**config.mk**
```make
export PLATFORM = sky130hd
export DESIGN_NAME = tilt_deviation_alarm_top_flat
export DESIGN_NICKNAME = d
export VERILOG_FILES = /design/src/rtl/core/tda_pkg.sv /design/src/rtl/core/tda_if.sv /design/src/rtl/core/tilt_deviation_alarm_top.sv /design/src/rtl/core/tda_isqrt.sv /design/src/rtl/core/tda_cordic.sv /design/src/flat_wrapper.sv
export SDC_FILE = /design/constraint.sdc
export NUM_CORES = 2
export LEC_CHECK = 0
export BUFFER_PORTS_ARGS = -buffer_cell sky130_fd_sc_hd__buf_2
export CORE_AREA = 2 2 326 328
export CTS_BUF_LIST = sky130_fd_sc_hd__clkbuf_16
export CTS_CLUSTER_DIAMETER = 150
export CTS_CLUSTER_SIZE = 25
export DETAILED_ROUTE_END_ITERATION = 8
export DIE_AREA = 0 0 328 330
export MAX_ROUTING_LAYER = met4
export PLACE_DENSITY = 0.64
export SLEW_MARGIN = 15
export SYNTH_ARGS = -nofsm -noshare
export SYNTH_HDL_FRONTEND = slang
export SYNTH_HIERARCHICAL = 1
export SYNTH_SLANG_ARGS = --single-unit
export TNS_END_PERCENT = 5
```
**constraint.sdc**
```tcl
create_clock -name clk -period 23.4 [get_ports clk]
set_clock_uncertainty 0.1 [all_clocks]
set_input_delay 0 -clock clk [delete_from_list [all_inputs] [get_ports clk]]
set_output_delay 0 -clock clk [all_outputs]
set_load 0.005 [all_outputs]
```
**src/rtl/core/tda_pkg.sv**
```systemverilog
// ----------------------------------------------------------------------------
// tda_pkg
// Shared types, register map and the CORDIC arctangent table for the
// tilt deviation alarm.
// ----------------------------------------------------------------------------
`default_nettype none
package tda_pkg;

  localparam int ANGLE_FRAC_BITS = 7;
  localparam int CORDIC_STEPS    = 16;
  localparam int INT_FRAC        = 16;
  localparam int OUT_SHIFT       = INT_FRAC - ANGLE_FRAC_BITS;

  localparam int OPW = 25;   // CORDIC operand width
  localparam int VW  = 27;   // CORDIC working vector width
  localparam int AW  = 26;   // internal angle width
  localparam int SQW = 33;   // y*y + z*z
  localparam int RTW = 25;   // square root result

  typedef logic signed [15:0] accel_t;
  typedef logic signed [15:0] roll_t;
  typedef logic signed [14:0] pitch_t;
  typedef logic signed [OPW-1:0] opnd_t;
  typedef logic signed [AW-1:0]  angle_t;

  localparam angle_t DEG90 = angle_t'(90 <<< INT_FRAC);

  localparam int ROLL_LIM  = 180 << ANGLE_FRAC_BITS;
  localparam int PITCH_LIM = 90 << ANGLE_FRAC_BITS;

  localparam logic [1:0] REG_THRESH   = 2'd0;
  localparam logic [1:0] REG_OVERRIDE = 2'd1;
  localparam logic [1:0] REG_LEVEL    = 2'd2;

  localparam logic [14:0] THRESH_RESET = 15'(20 << ANGLE_FRAC_BITS);

  function automatic angle_t atan_tab(input logic [4:0] i);
    angle_t v;
    unique case (i)
      5'd0:  v = 26'sd2949120;
      5'd1:  v = 26'sd1740967;
      5'd2:  v = 26'sd919879;
      5'd3:  v = 26'sd466945;
      5'd4:  v = 26'sd234379;
      5'd5:  v = 26'sd117304;
      5'd6:  v = 26'sd58666;
      5'd7:  v = 26'sd29335;
      5'd8:  v = 26'sd14668;
      5'd9:  v = 26'sd7334;
      5'd10: v = 26'sd3667;
      5'd11: v = 26'sd1833;
      5'd12: v = 26'sd917;
      5'd13: v = 26'sd458;
      5'd14: v = 26'sd229;
      5'd15: v = 26'sd115;
      5'd16: v = 26'sd57;
      5'd17: v = 26'sd29;
      5'd18: v = 26'sd14;
      5'd19: v = 26'sd7;
      5'd20: v = 26'sd4;
      5'd21: v = 26'sd2;
      5'd22: v = 26'sd1;
      default: v = '0;
    endcase
    return v;
  endfunction

endpackage
`default_nettype wire

```
**src/rtl/core/tda_if.sv**
```systemverilog
// ----------------------------------------------------------------------------
// tda_sample_if / tda_result_if
// Valid/ready channels for accelerometer samples and alarm results.
// ----------------------------------------------------------------------------
`default_nettype none
interface tda_sample_if;
  logic                  valid;
  logic                  ready;
  tda_pkg::accel_t       accel_x;
  tda_pkg::accel_t       accel_y;
  tda_pkg::accel_t       accel_z;
  modport source (output valid, accel_x, accel_y, accel_z, input ready);
  modport sink (input valid, accel_x, accel_y, accel_z, output ready);
endinterface

interface tda_result_if;
  logic                  valid;
  logic                  ready;
  logic                  alarm;
  tda_pkg::roll_t        roll_angle;
  tda_pkg::pitch_t       pitch_angle;
  logic                  baseline_taken;
  modport source (output valid, alarm, roll_angle, pitch_angle, baseline_taken,
                  input ready);
  modport sink (input valid, alarm, roll_angle, pitch_angle, baseline_taken,
                output ready);
endinterface
`default_nettype wire

```
**src/rtl/core/tilt_deviation_alarm_top.sv**
```systemverilog
// ----------------------------------------------------------------------------
// tilt_deviation_alarm_top
// Roll and pitch from one accelerometer beat, compared against a baseline.
// Steps: squaring of y and z (S_MULY, S_MULZ), the square root overlapping
// the roll CORDIC, the 16-step pitch CORDIC and the hand-off to the result
// register. The next sample is taken once the result is registered, and a
// stalled result holds the block. An override item goes straight from
// acceptance to S_FIN. Reset (rst, synchronous) clears the baseline and
// loads register defaults.
// ----------------------------------------------------------------------------
`default_nettype none
module tilt_deviation_alarm_top (
  input  wire logic        clk,
  input  wire logic        rst,
  tda_sample_if.sink       in_ch,
  tda_result_if.source     out_ch,
  input  wire logic        psel,
  input  wire logic        penable,
  input  wire logic        pwrite,
  input  wire logic [3:0]  paddr,
  input  wire logic [31:0] pwdata,
  output logic [31:0]      prdata,
  output logic             pready
);
  import tda_pkg::*;

  localparam logic [2:0] S_IDLE  = 3'd0;
  localparam logic [2:0] S_MULY  = 3'd1;
  localparam logic [2:0] S_MULZ  = 3'd2;
  localparam logic [2:0] S_ROLL  = 3'd3;
  localparam logic [2:0] S_RWAIT = 3'd4;
  localparam logic [2:0] S_PWAIT = 3'd5;
  localparam logic [2:0] S_FIN   = 3'd6;

  logic [2:0]  state;
  logic [14:0] thresh;
  logic        override;
  logic        level;
  logic        ovr_item;
  accel_t      ax, ay, az;
  logic [SQW-1:0] sq;
  logic signed [31:0] prod;
  accel_t      mul_a;
  roll_t       roll;
  roll_t       base_roll;
  pitch_t      base_pitch;
  logic        base_valid;
  logic        cor_start, cor_busy, sqr_start, sqr_busy;
  opnd_t       cor_num, cor_den;
  angle_t      cor_acc;
  logic [RTW-1:0] mag;
  roll_t       roll_next;
  pitch_t      pitch_next;
  logic signed [16:0] dr, dp;
  logic        alarm_next;

  // APB register file
  assign pready = 1'b1;
  always_ff @(posedge clk) begin
    if (rst) begin
      thresh   <= THRESH_RESET;
      override <= 1'b0;
      level    <= 1'b0;
    end else if (psel && penable && pwrite) begin
      unique case (paddr[3:2])
        REG_THRESH:   thresh   <= pwdata[14:0];
        REG_OVERRIDE: override <= pwdata[0];
        REG_LEVEL:    level    <= pwdata[0];
        default: ;
      endcase
    end
  end

  always_comb begin
    unique case (paddr[3:2])
      REG_THRESH:   prdata = {17'h0, thresh};
      REG_OVERRIDE: prdata = {31'h0, override};
      REG_LEVEL:    prdata = {31'h0, level};
      default:      prdata = '0;
    endcase
  end

  // Rounds an internal angle to the output format and saturates it.
  function automatic logic signed [17:0] to_out(input angle_t a, input int lim);
    logic signed [AW:0]   t;
    logic signed [17:0]   r;
    t = {a[AW-1], a} + (AW+1)'(1 <<< (OUT_SHIFT - 1));
    r = 18'(t >>> OUT_SHIFT);
    if (r > 18'(lim)) r = 18'(lim);
    if (r < -18'(lim)) r = -18'(lim);
    return r;
  endfunction

  assign mul_a = (state == S_MULY) ? ay : az;
  assign prod  = mul_a * mul_a;

  assign cor_start = (state == S_ROLL) || (state == S_RWAIT && !sqr_busy && !cor_busy);
  assign sqr_start = (state == S_ROLL);
  assign cor_num   = (state == S_ROLL) ? {ay[15], ay, 8'h00} : -{ax[15], ax, 8'h00};
  assign cor_den   = (state == S_ROLL) ? {az[15], az, 8'h00} : opnd_t'(mag);

  tda_cordic u_cordic (
    .clk(clk), .rst(rst), .start(cor_start), .num(cor_num), .den(cor_den),
    .busy(cor_busy), .acc(cor_acc)
  );

  tda_isqrt u_isqrt (
    .clk(clk), .rst(rst), .start(sqr_start), .sq(sq), .busy(sqr_busy), .root(mag)
  );

  assign pitch_next = pitch_t'(to_out(cor_acc, PITCH_LIM));
  assign dr = 17'(roll) - 17'(base_roll);
  assign dp = 17'(pitch_next) - 17'(base_pitch);
  assign alarm_next = ((dr[16] ? -dr : dr) > {2'b00, thresh})
                   || ((dp[16] ? -dp : dp) > {2'b00, thresh});
  assign roll_next = roll_t'(to_out(cor_acc, ROLL_LIM));

  assign in_ch.ready = (state == S_IDLE);

  always_ff @(posedge clk) begin
    if (rst) begin
      state        <= S_IDLE;
      base_valid   <= 1'b0;
      base_roll    <= '0;
      base_pitch   <= '0;
      out_ch.valid <= 1'b0;
    end else begin
      // In S_FIN the valid flag is handled by the state itself.
      if (out_ch.valid && out_ch.ready && state != S_FIN) out_ch.valid <= 1'b0;
      unique case (state)
        S_IDLE: begin
          if (in_ch.valid) begin
            ax       <= in_ch.accel_x;
            ay       <= in_ch.accel_y;
            az       <= in_ch.accel_z;
            ovr_item <= override;
            state    <= override ? S_FIN : S_MULY;
          end
        end
        S_MULY: begin
          sq    <= SQW'(unsigned'(prod));
          state <= S_MULZ;
        end
        S_MULZ: begin
          sq    <= sq + SQW'(unsigned'(prod));
          state <= S_ROLL;
        end
        S_ROLL: state <= S_RWAIT;
        S_RWAIT: begin
          if (!sqr_busy && !cor_busy) begin
            roll  <= roll_next;
            state <= S_PWAIT;
          end
        end
        S_PWAIT: if (!cor_busy) state <= S_FIN;
        S_FIN: begin
          if (!out_ch.valid || out_ch.ready) begin
            out_ch.valid <= 1'b1;
            state        <= S_IDLE;
            if (ovr_item) begin
              out_ch.alarm          <= level;
              out_ch.roll_angle     <= '0;
              out_ch.pitch_angle    <= '0;
              out_ch.baseline_taken <= 1'b0;
            end else begin
              out_ch.roll_angle  <= roll;
              out_ch.pitch_angle <= pitch_next;
              if (!base_valid) begin
                base_valid            <= 1'b1;
                base_roll             <= roll;
                base_pitch            <= pitch_next;
                out_ch.alarm          <= 1'b0;
                out_ch.baseline_taken <= 1'b1;
              end else begin
                out_ch.alarm          <= alarm_next;
                out_ch.baseline_taken <= 1'b0;
              end
            end
          end
        end
        default: state <= S_IDLE;
      endcase
    end
  end

endmodule
`default_nettype wire

```
**src/rtl/core/tda_isqrt.sv**
```systemverilog
// ----------------------------------------------------------------------------
// tda_isqrt
// Digit-serial integer square root of (sq << 16), two radicand bits a cycle.
// ----------------------------------------------------------------------------
`default_nettype none
module tda_isqrt (
  input  wire logic                    clk,
  input  wire logic                    rst,
  input  wire logic                    start,
  input  wire logic [tda_pkg::SQW-1:0] sq,
  output logic                         busy,
  output logic [tda_pkg::RTW-1:0]      root
);
  import tda_pkg::*;

  localparam int NW = 2 * RTW;
  localparam int RW = RTW + 2;

  logic [NW-1:0] nsh;
  logic [RW-1:0] rem;
  logic [4:0]    cnt;
  logic [RW-1:0] rem_sh;
  logic [RW-1:0] trial;

  assign rem_sh = {rem[RW-3:0], nsh[NW-1 -: 2]};
  assign trial  = {root, 2'b01};

  always_ff @(posedge clk) begin
    if (rst) begin
      busy <= 1'b0;
      cnt  <= '0;
    end else if (start) begin
      busy <= 1'b1;
      cnt  <= '0;
      nsh  <= {(NW-SQW-16)'(0), sq, 16'h0000};
      rem  <= '0;
      root <= '0;
    end else if (busy) begin
      nsh <= {nsh[NW-3:0], 2'b00};
      if (rem_sh >= trial) begin
        rem  <= rem_sh - trial;
        root <= {root[RTW-2:0], 1'b1};
      end else begin
        rem  <= rem_sh;
        root <= {root[RTW-2:0], 1'b0};
      end
      cnt <= cnt + 5'd1;
      if (cnt == 5'(RTW - 1)) busy <= 1'b0;
    end
  end

endmodule
`default_nettype wire

```
**src/rtl/core/tda_cordic.sv**
```systemverilog
// ----------------------------------------------------------------------------
// tda_cordic
// Iterative vectoring CORDIC: atan2(num, den) in degrees, 16 fraction bits,
// one micro-rotation per cycle.
// ----------------------------------------------------------------------------
`default_nettype none
module tda_cordic (
  input  wire logic            clk,
  input  wire logic            rst,
  input  wire logic            start,
  input  wire tda_pkg::opnd_t  num,
  input  wire tda_pkg::opnd_t  den,
  output logic                 busy,
  output tda_pkg::angle_t      acc
);
  import tda_pkg::*;

  logic signed [VW-1:0] x;
  logic signed [VW-1:0] y;
  logic [4:0]           step;
  logic signed [VW-1:0] xs;
  logic signed [VW-1:0] ys;
  logic signed [VW-1:0] num_w;
  logic signed [VW-1:0] den_w;

  assign xs    = x >>> step;
  assign ys    = y >>> step;
  assign num_w = VW'(num);
  assign den_w = VW'(den);

  always_ff @(posedge clk) begin
    if (rst) begin
      busy <= 1'b0;
      step <= '0;
      acc  <= '0;
    end else if (start) begin
      step <= '0;
      if (num == '0) begin
        acc  <= (den[OPW-1]) ? angle_t'(DEG90 <<< 1) : '0;
        busy <= 1'b0;
      end else if (den == '0) begin
        acc  <= (num[OPW-1]) ? -DEG90 : DEG90;
        busy <= 1'b0;
      end else begin
        busy <= 1'b1;
        // A vector in the left half plane is first turned by a right angle.
        if (den[OPW-1]) begin
          if (!num[OPW-1]) begin
            x <= num_w; y <= -den_w; acc <= DEG90;
          end else begin
            x <= -num_w; y <= den_w; acc <= -DEG90;
          end
        end else begin
          x <= den_w; y <= num_w; acc <= '0;
        end
      end
    end else if (busy) begin
      if (!y[VW-1]) begin
        x <= x + ys; y <= y - xs; acc <= acc + atan_tab(step);
      end else begin
        x <= x - ys; y <= y + xs; acc <= acc - atan_tab(step);
      end
      step <= step + 5'd1;
      if (step == 5'(CORDIC_STEPS - 1)) busy <= 1'b0;
    end
  end

endmodule
`default_nettype wire
```
**src/flat_wrapper.sv**
```systemverilog
// flat-port wrapper written by rule: the top's interface ports become plain ports
module tilt_deviation_alarm_top_flat import tda_pkg::*;
  (clk, rst, psel, penable, pwrite, paddr, pwdata, prdata, pready, in_ch_valid, in_ch_accel_x, in_ch_accel_y, in_ch_accel_z, in_ch_ready, out_ch_valid, out_ch_alarm, out_ch_roll_angle, out_ch_pitch_angle, out_ch_baseline_taken, out_ch_ready);
  tda_sample_if in_ch_i ();
  tda_result_if out_ch_i ();
  input  wire logic clk;
  input  wire logic rst;
  input  wire logic psel;
  input  wire logic penable;
  input  wire logic pwrite;
  input  wire logic [3:0] paddr;
  input  wire logic [31:0] pwdata;
  output logic [31:0] prdata;
  output logic pready;
  input wire logic [$bits(in_ch_i.valid)-1:0] in_ch_valid;
  input wire logic [$bits(in_ch_i.accel_x)-1:0] in_ch_accel_x;
  input wire logic [$bits(in_ch_i.accel_y)-1:0] in_ch_accel_y;
  input wire logic [$bits(in_ch_i.accel_z)-1:0] in_ch_accel_z;
  output wire logic [$bits(in_ch_i.ready)-1:0] in_ch_ready;
  output wire logic [$bits(out_ch_i.valid)-1:0] out_ch_valid;
  output wire logic [$bits(out_ch_i.alarm)-1:0] out_ch_alarm;
  output wire logic [$bits(out_ch_i.roll_angle)-1:0] out_ch_roll_angle;
  output wire logic [$bits(out_ch_i.pitch_angle)-1:0] out_ch_pitch_angle;
  output wire logic [$bits(out_ch_i.baseline_taken)-1:0] out_ch_baseline_taken;
  input wire logic [$bits(out_ch_i.ready)-1:0] out_ch_ready;
  assign in_ch_i.valid = in_ch_valid;
  assign in_ch_i.accel_x = in_ch_accel_x;
  assign in_ch_i.accel_y = in_ch_accel_y;
  assign in_ch_i.accel_z = in_ch_accel_z;
  assign in_ch_ready = in_ch_i.ready;
  assign out_ch_valid = out_ch_i.valid;
  assign out_ch_alarm = out_ch_i.alarm;
  assign out_ch_roll_angle = out_ch_i.roll_angle;
  assign out_ch_pitch_angle = out_ch_i.pitch_angle;
  assign out_ch_baseline_taken = out_ch_i.baseline_taken;
  assign out_ch_i.ready = out_ch_ready;
  tilt_deviation_alarm_top u_core (.clk(clk), .rst(rst), .in_ch(in_ch_i), .out_ch(out_ch_i), .psel(psel), .penable(penable), .pwrite(pwrite), .paddr(paddr), .pwdata(pwdata), .prdata(prdata), .pready(pready));
endmodule
```
# [After elaboration in Yosys (flattened, before gate mapping)]
# Memory sizes are Yosys's and may differ from the RTL's. A register that Yosys moved wholly into a read port is not among the register bits.
# Index checks and enable logic that the tools add are counted.
[word_totals] register_bits=374 rom_bits=1408 input_bits=91 output_inout_bits=68 word_cells=183 n_memories=2
[memory_table] name="(no name shown)" depth=32 word_bits=22 rd=1 rd_ports_with_merged_regs=1 wr=0 line_no="tda_pkg.sv:39" rtl="unique case (i)"
[memory_table] name="(no name shown)" depth=32 word_bits=22 rd=1 rd_ports_with_merged_regs=1 wr=0 line_no="tda_pkg.sv:39"
[classes] n_addsub=18 mul=1 n_lt_le_gt_ge=7 n_eq_ne=17 n_shift=2 mux=70 n_bitwise=3 reduce_logical=34
[op_table] operator="26-bit two-way mux" count=15
[op_table] operator="27-bit two-way mux" count=14
[op_table] operator="25-bit two-way mux" count=5
[op_table] operator="33-bit case mux with 2 select lines" count=1
[op_table] operator="27-bit adder" count=2
[op_table] operator="25-bit negation with 27-bit output" count=2
[op_table] operator="27-bit by 5-bit >>> shifter with 27-bit output" count=2
[op_table] operator="27-bit subtractor" count=2
[op_table] operator="25-bit zero test" count=2
[op_table] operator="50-bit two-way mux" count=1
[op_table] operator="49-bit two-way mux" count=1
[op_table] operator="15-bit case mux with 3 select lines" count=1
[op_table] operator="18-bit two-way mux" count=2
[op_table] operator="17-bit by 15-bit greater-than comparator with 1-bit output" count=2
[op_table] operator="17-bit two-way mux" count=2
[op_table] operator="17-bit negation" count=2
[op_table] operator="33-bit by 32-bit adder with 33-bit output" count=1
[op_table] operator="16-bit by 16-bit multiplier with 32-bit output" count=1
[op_table] operator="26-bit by 10-bit adder with 27-bit output, second input constant" count=1
[op_table] operator="27-bit greater-or-equal comparator" count=1
[op_table] operator="26-bit adder" count=1
[op_table] operator="26-bit subtractor" count=1
[op_table] operator="25-bit negation" count=1
[op_table] operator="25-bit subtractor" count=1
[op_table] operator="35 further kinds" count=88

# [Logic depth before layout (Yosys ltp)]
[depth] word_depth=12 depth_mapped=40 mapped_depth_nobuf=35

# [By module]
# The synthesis kept the hierarchy.
[modules_own_cells] mod="tilt_deviation_alarm_top" n_inst=1 cells_each=2364 area_each_um2=21289.2 seq_area_each_um2=4994.8
[modules_own_cells] mod="tda_cordic" n_inst=1 cells_each=1893 area_each_um2=15255.9 seq_area_each_um2=2702.6
[modules_own_cells] mod="tda_isqrt" n_inst=1 cells_each=467 area_each_um2=5182.5 seq_area_each_um2=2642.5

# [Worst setup path after synthesis]
# Ideal clock, no wire load.
[synth_path] path_type="reg-to-reg" start="register u_core.state[1]" end="register u_core.sq[28], data pin" setup_ps=260 t_arrival_ps=9340 required_ps=23040 path_slack_ps=13701 path_stages_with_launch=34 path_buffers=5 synth_period_minus_slack_ps=9699 cell_sequence="dfxtp_1 clkbuf_1 nor3b_1 buf_1 clkbuf_1 mux2i_1 clkbuf_1 clkbuf_1 nand2_1 fa_1 fa_1 inv_1 fa_1 inv_1 fa_1 fa_1 inv_1 fa_1 ha_1 and3_1 and3_1 a221oi_2 a31oi_1 or2_1 a221o_1 a21o_1 a21o_1 xor2_1 ha_1 nand3_1 o41ai_1 a31oi_1 xnor2_1 mux2_2"
[synth_between] elab_chain_cells=5 word_cells_on_any_way=6 cone_classes="add/sub: 1; mul: 1; eq/ne: 2; mux: 2"
[synth_rtl] element="start: declaration" line_no="tilt_deviation_alarm_top.sv:35" rtl="logic [2:0] state;"
[synth_rtl] element="start signal: assignment" line_no="tilt_deviation_alarm_top.sv:137" rtl="state <= override ? S_FIN : S_MULY;"
[synth_rtl] element="3-bit by 1-bit == test with 1-bit output" line_no="tilt_deviation_alarm_top.sv:94, tilt_deviation_alarm_top.sv:130"
[synth_rtl] element="16-bit two-way mux" line_no="tilt_deviation_alarm_top.sv:94" rtl="assign mul_a = (state == S_MULY) ? ay : az;"
[synth_rtl] element="16-bit by 16-bit multiplier with 32-bit output" line_no="tilt_deviation_alarm_top.sv:95" rtl="assign prod = mul_a * mul_a;"
[synth_rtl] element="33-bit by 32-bit adder with 33-bit output" line_no="tilt_deviation_alarm_top.sv:145" rtl="sq <= sq + SQW'(unsigned'(prod));"
[synth_rtl] element="33-bit case mux with 2 select lines (*)" line_no="tilt_deviation_alarm_top.sv:130" rtl="unique case (state)"
[synth_rtl] element="end signal: assignment" line_no="tilt_deviation_alarm_top.sv:141" rtl="sq <= SQW'(unsigned'(prod));"
[synth_rtl] element="end signal: assignment" line_no="tilt_deviation_alarm_top.sv:145"
[synth_rtl] element="end: declaration" line_no="tilt_deviation_alarm_top.sv:41" rtl="logic [SQW-1:0] sq;"
# Mark *: on every way between the ends. The rest lies on a longest branch, timed or not.
# A chain may end at the register's enable or synchronous reset.

# [Worst setup path in the final report]
[layout_path] start="register u_core.state[0]" end="register u_core.sq[28], data pin"
# The elaborated chain is that of the path after synthesis.

==> qor.log <==
INFO  worst_setup_path cp.depth=31
INFO  synth          combinational_family_with_the_most_area_after_synthesis=adder cells
INFO  synth          synthDistinctLibCells=113
INFO  placement      place.detailed.hpwl=88,800microns
INFO  timing         fmaxAchievable=91.3MHz
INFO  final_layout   final-seq-area=10,400squm
INFO  clock_tree     clk-insertion-delay-late=0.59ns
INFO  synth          async_reset_ff_share=0%
INFO  final_layout   multiInputGateArea=29,000squm
INFO  drt            drt_pass1_iterations=6
INFO  floorplanning  fp.dieW=328microns
INFO  synth          synth_sequential_area_ratio=24.8%
INFO  run_status     status=finished clean
INFO  drt            detailedRoute.firstIterationViolations=2,885
INFO  worst_setup_path crit_arrival=11.19ns
INFO  timing         setup_viol_count_final=0
INFO  floorplanning  num_rows=119
INFO  final_layout   final_layout_size_suffix_gt1_share=8.80%
INFO  drt            detailroute.wirelength.met2=55,400microns
INFO  timing         final_period_minus_worst_setup_slack=10.95ns
INFO  synth          synth_top_cells_by_area=sky130_fd_sc_hd__edfxtp_1 19%, sky130_fd_sc_hd__fa_1 12%, sky130_fd_sc_hd__ha_1 9.1%, sky130_fd_sc_hd__dfxtp_1 5.4%, sky130_fd_sc_hd__nand2_1 4.3%
INFO  worst_setup_path crit_fanout=19
INFO  synth          synthDominantCellAreaShare=19.4%
INFO  clock_tree     clock_tree.htree_level_count=1
INFO  clock_tree     cts.sink_count=382
INFO  worst_setup_path worst_path_max_delay_cell=sky130_fd_sc_hd__o41ai_1
INFO  drt            post-route-drc-count=0
INFO  timing         drv_slew=0
INFO  synth          synth_top_cell_by_area=sky130_fd_sc_hd__edfxtp_1
INFO  final_layout   ant_cells=0
INFO  clock_tree     ctsResizeCount=0
INFO  synth          ys_seq_elements=382
INFO  timing         max_slew.worst_pin.slew=1.07ns
INFO  worst_setup_path timing.critical_path.to=u_core/sq[28]
INFO  drt            wire_length_on_met3=5860microns
INFO  clock_tree     post_cts_hold_buffer_count=88
INFO  clock_tree     postCtsSetupBuffers=0
INFO  worst_setup_path critical_path.startpoint_type=register
INFO  floorplanning  fp.coreArea=105,000squm
INFO  worst_setup_path worst-endpoint-required=23.63ns
INFO  final_layout   layout.cell_area.non_filler=45,300squm
INFO  drt            finalWirelength=116,000microns
INFO  final_layout   areaGrowthSynthToFinish=8.58%
INFO  drt            post_drt_via_cell_ratio=5.60
INFO  floorplanning  dieHeight=330microns
INFO  worst_setup_path path_buf_inv=6
INFO  worst_setup_path r2r-start=u_core/state[0]
INFO  timing         max-slew-margin-rel=28.4%
INFO  clock_tree     cts-buffers-inserted=21
INFO  synth          xor_and_xnor_area_share_after_synthesis=6.30%
INFO  worst_setup_path endpoint_class_of_the_critical_path=register
INFO  global_route   global_route.overflow_total=0
INFO  drt            routed.top_layer=met4
INFO  global_route   antenna_violations_before_repair=0
INFO  floorplanning  start_util=39.9%
INFO  synth          synth-simple-area-share=17.0%
INFO  clock_tree     cts_root_buffer=sky130_fd_sc_hd__clkbuf_16
INFO  synth          synth_adder_area_share=20.7%
INFO  floorplanning  ioPinCount=159
INFO  global_route   globalRouteTotalUtil=22.0%
INFO  final_layout   fillCellCount=10,213
INFO  drt            wl_met1=50,800microns
INFO  synth          synth.area.mux_share=7.41%
INFO  global_route   grt_start_max_net_pins=93
INFO  worst_setup_path crit_path_start=u_core/state[0]
INFO  timing         rsz0062_at_grt=false
INFO  drt            routed_wire_length_per_instance=18.6microns
INFO  global_route   grt_pass1_vias=34,224
INFO  drt            dr_total_vias=34,971
INFO  timing         layout_worst_path_cycle_share=46.8%
INFO  synth          synthesized_area_fraction_occupied_by_ao_oa_aoi_and_oai_cells=17.4%
INFO  timing         timing.final.hold_violations=0
INFO  placement      io_buffers=121
INFO  drt            detail-route-antenna-nets=0
INFO  worst_setup_path timing.reg2reg.setup_slack=12.45ns
INFO  synth          synthCells=4,724
INFO  worst_setup_path critical-path-max-stage-delay=0.86ns
INFO  min_path       worstHoldPathType=input port to register
INFO  global_route   wire_length_of_the_first_global_routing_pass=186,000microns
INFO  synth          post_synth.cell_area_avg=8.83squm
INFO  worst_setup_path family_of_cells_with_the_greatest_summed_delay_on_the_critical_path=adder cells
INFO  worst_setup_path criticalPathCategory=register to register
INFO  placement      routabilityCongestion=0.949
INFO  worst_setup_path logic_depth_of_the_worst_register_to_register_path=31
INFO  floorplanning  die_area=108,000squm
INFO  final_layout   final_net_count=5,474
INFO  synth          ys.flop_type=sky130_fd_sc_hd__edfxtp_1
INFO  clock_tree     clkTransAtPathRegs=0.10ns
INFO  worst_setup_path r2r_end=u_core/sq[28]
INFO  worst_setup_path crit_top_cell=sky130_fd_sc_hd__fa_1
INFO  clock_tree     tritoncts_clock_tree=done
INFO  run            cap_violations=0
INFO  synth          ys.warnings.count=6
INFO  placement      dpl_cell_area=43,800squm
INFO  synth          synth-edff-count=269
INFO  clock_tree     clk_path_buf_depth=3
INFO  synth          mappedNetlistArea=41,700squm
INFO  timing         setup_tns=0ns
-- cells in the mapped netlist (64+ instances only) --
cell / number
sky130_fd_sc_hd__nand2_1: 482
sky130_fd_sc_hd__nand3_1: 78
sky130_fd_sc_hd__mux2i_1: 76
sky130_fd_sc_hd__clkbuf_1: 126
sky130_fd_sc_hd__a21oi_1: 287
sky130_fd_sc_hd__nor2_1: 448
sky130_fd_sc_hd__a21o_1: 84
sky130_fd_sc_hd__o211ai_1: 67
sky130_fd_sc_hd__xor2_1: 128
sky130_fd_sc_hd__nor3_1: 100
sky130_fd_sc_hd__fa_1: 243
sky130_fd_sc_hd__dfxtp_1: 113
sky130_fd_sc_hd__ha_1: 303
sky130_fd_sc_hd__xnor2_1: 172
sky130_fd_sc_hd__o21ai_0: 244
sky130_fd_sc_hd__inv_1: 444
sky130_fd_sc_hd__mux2_2: 66
sky130_fd_sc_hd__edfxtp_1: 269
sky130_fd_sc_hd__mux4_2: 64
-- registers in the layout, indices dropped and copies added (netlist names), 3 cells and up, named ones only --
name and flops:
u_core/u_isqrt/nsh 34, u_core/sq 33, u_core/u_cordic/x 27, u_core/u_cordic/y 27, u_core/u_cordic/acc 26, u_core/u_isqrt/rem 25, u_core/u_isqrt/root 25, u_core/ax 16
u_core/ay 16, u_core/az 16, u_core/base_roll 16, u_core/out_ch.roll_angle 16, u_core/roll 16, u_core/base_pitch 15, u_core/out_ch.pitch_angle 15, u_core/thresh 15
u_core/u_cordic/step 5, u_core/u_isqrt/cnt 5, u_core/state 3
-- worst min path at each step --
stage                                  from                     to  slack (ns)  cells past startpoint
after global routing      in_ch_accel_z[12]          u_core/az[12]        0.02                      2
after global placement     in_ch_accel_x[9]           u_core/ax[9]        0.08                      1
after CTS                 in_ch_accel_y[14]          u_core/ay[14]    0.000009                      2
after detailed placement  in_ch_accel_y[12]          u_core/ay[12]        0.08                      1
after floorplan                         rst  u_core/u_isqrt/cnt[0]       -0.02                      1
final                     in_ch_accel_y[14]          u_core/ay[14]        0.03                      2
-- layout by cell type (no fill, tap or decap), types with 38 or more instances in the layout --
cell	Yosys	layout
sky130_fd_sc_hd__nand2_1	482	481
sky130_fd_sc_hd__xor2_1	128	128
sky130_fd_sc_hd__mux2_2	66	66
sky130_fd_sc_hd__nor2_1	448	444
sky130_fd_sc_hd__inv_1	444	453
sky130_fd_sc_hd__ha_1	303	303
sky130_fd_sc_hd__fa_1	243	243
sky130_fd_sc_hd__nand3_1	78	78
sky130_fd_sc_hd__buf_4	25	48
sky130_fd_sc_hd__conb_1	2	52
sky130_fd_sc_hd__or3_1	39	39
sky130_fd_sc_hd__xnor2_1	172	172
sky130_fd_sc_hd__edfxtp_1	269	269
sky130_fd_sc_hd__o21a_1	58	58
sky130_fd_sc_hd__o21ai_0	244	244
sky130_fd_sc_hd__nor2b_1	60	60
sky130_fd_sc_hd__buf_2	34	121
sky130_fd_sc_hd__a31oi_1	57	57
sky130_fd_sc_hd__mux2i_1	76	74
sky130_fd_sc_hd__and2_1	38	38
sky130_fd_sc_hd__dfxtp_1	113	108
sky130_fd_sc_hd__a21oi_1	287	287
sky130_fd_sc_hd__mux4_2	64	64
sky130_fd_sc_hd__nor3_1	100	98
sky130_fd_sc_hd__dlygate4sd3_1	0	88
sky130_fd_sc_hd__a211oi_1	48	48
sky130_fd_sc_hd__a21o_1	84	84
sky130_fd_sc_hd__o211ai_1	67	67
-- per-stage QoR --
step                      hold WS, ns  std cells  setup slack, ns  utilization (%)
final                          0.0265       6243            12.45             43.3
after global placement         0.0782       6117            12.51             41.8
after global routing           0.0156       6243            11.72             43.3
after floorplan               -0.0233       4774            13.70                -
after detailed placement       0.0788       6117            12.53             41.8
after CTS                  0.00000883       6243            12.44             43.3
-- per-layer routing --
metal	vias up	GRT usage, %
li1	16872	-
met1	16892	28.5
met2	1009	36.4
met3	198	1.85
met4	0	6.91
met5	-	-
-- area by class of cell --
cell class | instances | share of cell area (%)
Sequential cell | 382 | 22.8
Clock buffer | 22 | 1.22
Multi-Input combinational cell | 3724 | 64.0
Timing Repair Buffer | 257 | 4.08
Inverter | 451 | 3.74
Tap cell | 1391 | 3.84
Clock inverter | 16 | 0.268
-- kinds of logic (layout without fill, tap and decap cells) --
logic type / Yosys count / count (layout)
AOI/OAI and AO/OA: 1121 / 1121
xor gates and xnor gates: 300 / 300
adders and majority gates: 546 / 546
buffers and inverters: 668 / 746
DFF: 382 / 382
muxes: 213 / 213
other: 2 / 52
and+or+nand+nor: 1492 / 1492
Power is not shown: default switching activity piles up to over one toggle a cycle in this logic, so the estimate is an artifact.
